**src/sv/vrpc_pkg.sv**
```systemverilog
// ============================================================================
// Video RAM palette controller package
// Operation codes, controller/datapath interface types and the level table.
// ============================================================================
package vrpc_pkg;

    // Operation codes carried in the input tuser field.
    localparam logic [3:0] OP_WIN_RD = 4'd0;
    localparam logic [3:0] OP_WIN_WR = 4'd1;
    localparam logic [3:0] OP_LAT_RD = 4'd2;
    localparam logic [3:0] OP_LAT_WR = 4'd3;
    localparam logic [3:0] OP_LAT_HI = 4'd4;
    localparam logic [3:0] OP_LAT_LO = 4'd5;
    localparam logic [3:0] OP_PAL_WR = 4'd6;
    localparam logic [3:0] OP_PAGE   = 4'd7;
    localparam logic [3:0] OP_FETCH  = 4'd8;

    // Commands from the controller to the datapath.
    typedef struct packed {
        logic load_in;    // capture the accepted request
        logic frame_acc;  // frame store access and register updates
        logic pal_rd;     // palette store read
        logic load_out;   // fill the output register
    } t_cmd;

    // Status from the datapath to the controller.
    typedef struct packed {
        logic is_pixel;   // request produces a pixel report
        logic out_free;   // output register can take a new result
    } t_stat;

    // Intensity level table, indexed by {color, intensity}.
    function automatic logic [7:0] level(input logic [3:0] idx);
        logic [7:0] lv;
        case (idx)
            4'd0:    lv = 8'h00;
            4'd1:    lv = 8'h12;
            4'd2:    lv = 8'h24;
            4'd3:    lv = 8'h49;
            4'd4:    lv = 8'h12;
            4'd5:    lv = 8'h24;
            4'd6:    lv = 8'h49;
            4'd7:    lv = 8'h92;
            4'd8:    lv = 8'h5b;
            4'd9:    lv = 8'h6d;
            4'd10:   lv = 8'h92;
            4'd11:   lv = 8'hdb;
            4'd12:   lv = 8'h7f;
            4'd13:   lv = 8'h91;
            4'd14:   lv = 8'hb6;
            default: lv = 8'hff;
        endcase
        return lv;
    endfunction

endpackage

```
**src/sv/vrpc_ctrl.sv**
```systemverilog
// ============================================================================
// Video RAM palette controller sequencer
// Steps one request through capture, frame access, pixel palette read, output.
// ============================================================================
module vrpc_ctrl (
    input  logic           i_clk,
    input  logic           i_rst_n,
    input  logic           i_s_axis_tvalid,
    output logic           o_s_axis_tready,
    input  vrpc_pkg::t_stat i_stat,
    output vrpc_pkg::t_cmd  o_cmd
);
    import vrpc_pkg::*;

    typedef enum logic [1:0] {
        S_IDLE,
        S_FRAME,
        S_PAL,
        S_OUT
    } t_state;

    t_state r_state;
    logic   r_ready;

    // State register and the registered ready.
    always_ff @(posedge i_clk) begin
        if (!i_rst_n) begin
            r_state <= S_IDLE;
            r_ready <= 1'b1;
        end else begin
            unique case (r_state)
                S_IDLE: begin
                    if (i_s_axis_tvalid && r_ready) begin
                        r_state <= S_FRAME;
                        r_ready <= 1'b0;
                    end
                end
                S_FRAME: begin
                    r_state <= i_stat.is_pixel ? S_PAL : S_OUT;
                end
                S_PAL: begin
                    r_state <= S_OUT;
                end
                S_OUT: begin
                    if (i_stat.out_free) begin
                        r_state <= S_IDLE;
                        r_ready <= 1'b1;
                    end
                end
                default: begin
                    r_state <= S_IDLE;
                    r_ready <= 1'b1;
                end
            endcase
        end
    end

    // Commands decoded from the current state.
    always_comb begin
        o_cmd.load_in   = i_s_axis_tvalid && r_ready;
        o_cmd.frame_acc = (r_state == S_FRAME);
        o_cmd.pal_rd    = (r_state == S_PAL);
        o_cmd.load_out  = (r_state == S_OUT) && i_stat.out_free;
    end

    assign o_s_axis_tready = r_ready;

endmodule

```
**config.mk**
```make
export PLATFORM = sky130hd
export DESIGN_NAME = vrpc_ctrl
export DESIGN_NICKNAME = d
export VERILOG_FILES = /design/src/sv/vrpc_pkg.sv /design/src/sv/vrpc_ctrl.sv
export SDC_FILE = /design/constraint.sdc
export NUM_CORES = 1
export LEC_CHECK = 0
export BUFFER_PORTS_ARGS = -buffer_cell sky130_fd_sc_hd__buf_2
export CAP_MARGIN = 20
export CORE_AREA = 2 2 39 41
export DETAILED_ROUTE_END_ITERATION = 16
export DIE_AREA = 0 0 41 43
export GPL_ROUTABILITY_DRIVEN = 0
export GPL_TIMING_DRIVEN = 0
export PLACE_DENSITY_LB_ADDON = 0.25
export SLEW_MARGIN = 20
export SYNTH_ARGS = -nofsm -noshare
export SYNTH_HDL_FRONTEND = slang
export SYNTH_SLANG_ARGS = --single-unit
```
**constraint.sdc**
```tcl
create_clock -name i_clk -period 1.4 [get_ports i_clk]
set_input_delay 0.21 -clock i_clk [delete_from_list [all_inputs] [get_ports i_clk]]
set_output_delay 0.21 -clock i_clk [all_outputs]
set_load 0.005 [all_outputs]
```
=== After elaboration in Yosys (flattened, before gate mapping) ===
Index checks and enable logic that the tools add are counted.

* Equality and inequality tests: 5
* Mux-type cells: 7
* Reductions and logical operators: 6

{| class="wikitable"
|+ Operators with widths
! cell !! count
|-
| 2-bit one-hot mux with 4 select lines || 1
|-
| 2-bit equality test (second input constant) || 2
|-
| 2-bit 2-to-1 mux || 2
|-
| 2-bit != test (second input constant) || 2
|-
| 1-bit 2-to-1 mux || 3
|-
| 3-bit AND reduction || 1
|-
| 2-bit by 1-bit equality test with 1-bit output (second input constant) || 1
|-
| 1-bit logical AND || 2
|-
| 2-bit zero test || 1
|-
| 1-bit one-hot mux with 2 select lines || 1
|-
| 2-bit AND reduction || 1
|-
| 2-bit nonzero test || 1
|}

* Register bits after elaboration: 3
* Input port bits: 5
* Output and inout port bits: 5

=== Logic depth before layout (Yosys ltp) ===
* Depth in word-level cells: 3
* Gate-level depth with buffers: 5

=== Least setup slack after synthesis ===
No wires, ideal clock.

* Path kind: flip-flop to flip-flop
* From: register r_state[1]
* To: register r_state[0]
* Library setup time: 0.122 ns
* Data arrival time: 1.185 ns
* Data required time: 1.278 ns
* Path slack: 0.093 ns
* Cell stages (with the launch flop): 5
* Path buffers: 0
* Period minus slack after synthesis: 1.307 ns
* Path through: dfxtp_1 > inv_1 > ha_1 > a211o_1 > o311a_1

{| class="wikitable"
|+ RTL lines
! what !! line !! RTL
|-
| start: declaration || vrpc_ctrl.sv:22 || <nowiki>t_state r_state;</nowiki>
|-
| start signal: assignment || vrpc_ctrl.sv:39 || <nowiki>r_state <= i_stat.is_pixel ? S_PAL : S_OUT;</nowiki>
|}

=== Worst setup path after layout ===
* From: register r_state[1]
* To: register r_state[0]

* Cells in the longest elaborated chain, start to end: 3
* Elaborated cells on any way between the ends: 8

{| class="wikitable"
|+ RTL lines
! what !! line !! RTL
|-
| 2-bit equality test / 2-bit zero test (equally long branches) || vrpc_ctrl.sv:31 || <nowiki>unique case (r_state)</nowiki>
|-
| 2-bit != test (no source line) || n/a ||
|-
| 2-bit AND reduction (no source line) || n/a ||
|}

Parallel ways exist; a longest one is shown, timed or not.
A chain may end at the register's enable or synchronous reset.

==> results.json <==
{
  "fin_worst_skew_ps": 1.29,
  "antenna_found_initial": 0,
  "hold_violations": 0,
  "yosysTopAreaCellShare_pct": 28.8,
  "fp.dieArea_sq_um": 1760,
  "drtPass1Iterations": 4,
  "core-area_sq_um": 1380,
  "dieHeight_microns": 43,
  "rsz0062_at_grt": "false",
  "arrival_ps": 1440,
  "period_needed_ps": 1330,
  "finalCritPeriodShare_pct": 95.0,
  "cap_violations": 0,
  "leakagePower_nw": 0.182,
  "crit_type": "reg -> reg",
  "power_mw": 0.606,
  "routed_wl_microns": 535,
  "slew_headroom_pct": 84.5,
  "fillers": 159,
  "finalSetupViolCount": 0,
  "endpoint_kind": "flip-flop",
  "port_buffers": 9,
  "grt_pass1_wl_microns": 821,
  "cts_tree": "yes",
  "grt.total_usage_pct": 7.52,
  "clockBufferDepth": 2,
  "layout-area-overhead-vs-synth_pct": 37.0,
  "cts_post_setup_buffers_inserted": 0,
  "dp_hpwl_microns": 418,
  "synthCells": 30,
  "synthTopCellsByArea": "ha_1, dfxtp_1, nand2_1",
  "max_freq_mhz": 752,
  "drt_iter0_markers": 1,
  "ys_warn_count": 0,
  "root_buffer": "clkbuf_4",
  "fin_util_pct": 25.8,
  "grt_max_degree": 7,
  "diodes": 0,
  "crit_required_ps": 1510,
  "instances_no_fill": 59,
  "start_util_pct": 18.8,
  "drc": 0,
  "synth_area_per_cell_sq_um": 8.68,
  "tns_ps": 0,
  "outcome": "completed",
  "worstPathMaxFanout": 6,
  "drive_above_1_share_pct": 39.5,
  "die_w_microns": 41,
  "synth_seq_cells": 3,
  "worst_slew_pin_slew_ps": 232,
  "row_count": 14,
  "p_per_area_nw_per_um2": 1700,
  "io_pins": 10,
  "cts_buffers": 3,
  "clk_latency_ps": 230,
  "dp_cells": 55,
  "routedWlPerCell_microns": 9.07,
  "timing.final.max_slew_violations": 0,
  "final_nets": 55,
  "min_path_type": "in -> reg",
  "synthDistinctLibCells": 15,
  "irDropWorstVdd_v": 0.000348,
  "synth-seq-area-share_pct": 23.1,
  "synth_nets": 41,
  "whs_ps": 205,
  "grt-ovfl-total": 0,
  "synth_area_sq_um": 260,
  "yosysTopAreaCell": "ha_1",
  "clk_pin_slew_ps": 40,
  "first_global_vias": 214,
  "clock_sinks": 3,
  "routed-via-count": 236,
  "cp-start-kind": "flip-flop",
  "postRouteAntennaNets": 0,
  "h-tree-depth": 1,
  "vias_per_cell": 4.00
}
==> cell usage in the layout (no fill, tap or decap), types with 2 or more instances in the layout <==
| cell | synthesis | layout |
|---|---|---|
| ha_1 | 6 | 5 |
| clkbuf_4 | 0 | 3 |
| buf_2 | 0 | 9 |
| dfxtp_2 | 0 | 2 |
| nor2_1 | 2 | 2 |
| nand2_1 | 5 | 5 |
| inv_1 | 4 | 3 |
==> cells by family after synthesis <==
group	count (synthesis)	share of synthesized area (%)
AO/OA/AOI/OAI	5	14.9
adder cells (fa/ha/maj)	6	28.8
buffers and inverters	4	5.77
flip-flops	3	23.1
multiplexers	1	3.85
AND/OR/NAND/NOR	11	23.6
==> critical path, cell delays in order, from the launching register on <==
cell and delay [ps]:
dfxtp_2 370, inv_1 90, ha_1 200, a211o_1 270
o311a_1 280
==> report_power, final <==
group | internal, mW | switching [mW] | total (mW)
combinational | 0.142 | 0.146 | 0.288
clock | 0.107 | 0.0444 | 0.151
sequential | 0.124 | 0.0429 | 0.167
total | 0.373 | 0.233 | 0.606
==> area by class of cell <==
cell class              instances  area (sq um)  share of cell area, %
multi-input cells              23           188                   52.6
flip-flops and latches          3          62.6                   17.5
repair buffers                  9          45.0                   12.6
clock buffers                   4          26.3                   7.37
well taps                      16          20.0                   5.61
inverters                       4          15.0                   4.21
==> synth_stat cells <==
master / number
nand4_1: 1
mux2i_1: 1
dfxtp_1: 3
nor2_1: 2
ha_1: 6
o31ai_1: 1
a21boi_1: 1
a211o_1: 1
or3b_1: 1
nor2b_4: 1
inv_1: 4
o21ai_0: 1
nand2_1: 5
o311a_1: 1
and2_1: 1
==> per-layer routing <==
layer	GRT usage (%)	routed length [microns]
met1	7.69	220
met2	10.3	290
met3	4.71	24
met4	6.00	0
met5	0	0
==> state kept, by name, indices dropped and copies added (netlist names) <==
| signal | flops |
|---|---|
| o_s_axis_tready | 1 |
| r_state | 2 |
==> per-stage QoR <==
| stage | area (sq um) | worst slack [ps] |
|---|---|---|
| after CTS | 354 | 48.7 |
| after global routing | 357 | 7.71 |
| after global placement | 325 | -25.3 |
| after floorplan | 260 | 93.5 |
| final | 357 | 69.7 |
| after detailed placement | 325 | -20.8 |
==> repair_timing <==
action	CTS	global route
setup endpoints to repair	1	1
hold buffers	0	0
pin swaps	0	1
gates resized for setup	2	2
==> worst paths after layout <==
path	from	end	slack [ps]	depth (start not counted)
worst max-delay path	r_state[1]	r_state[0]	70	4
worst min-delay path	i_rst_n	o_s_axis_tready	210	2
worst max register to register	r_state[1]	r_state[0]	70	4
worst min register to register	r_state[1]	r_state[1]	510	2
(Power assumes the default switching activity.)
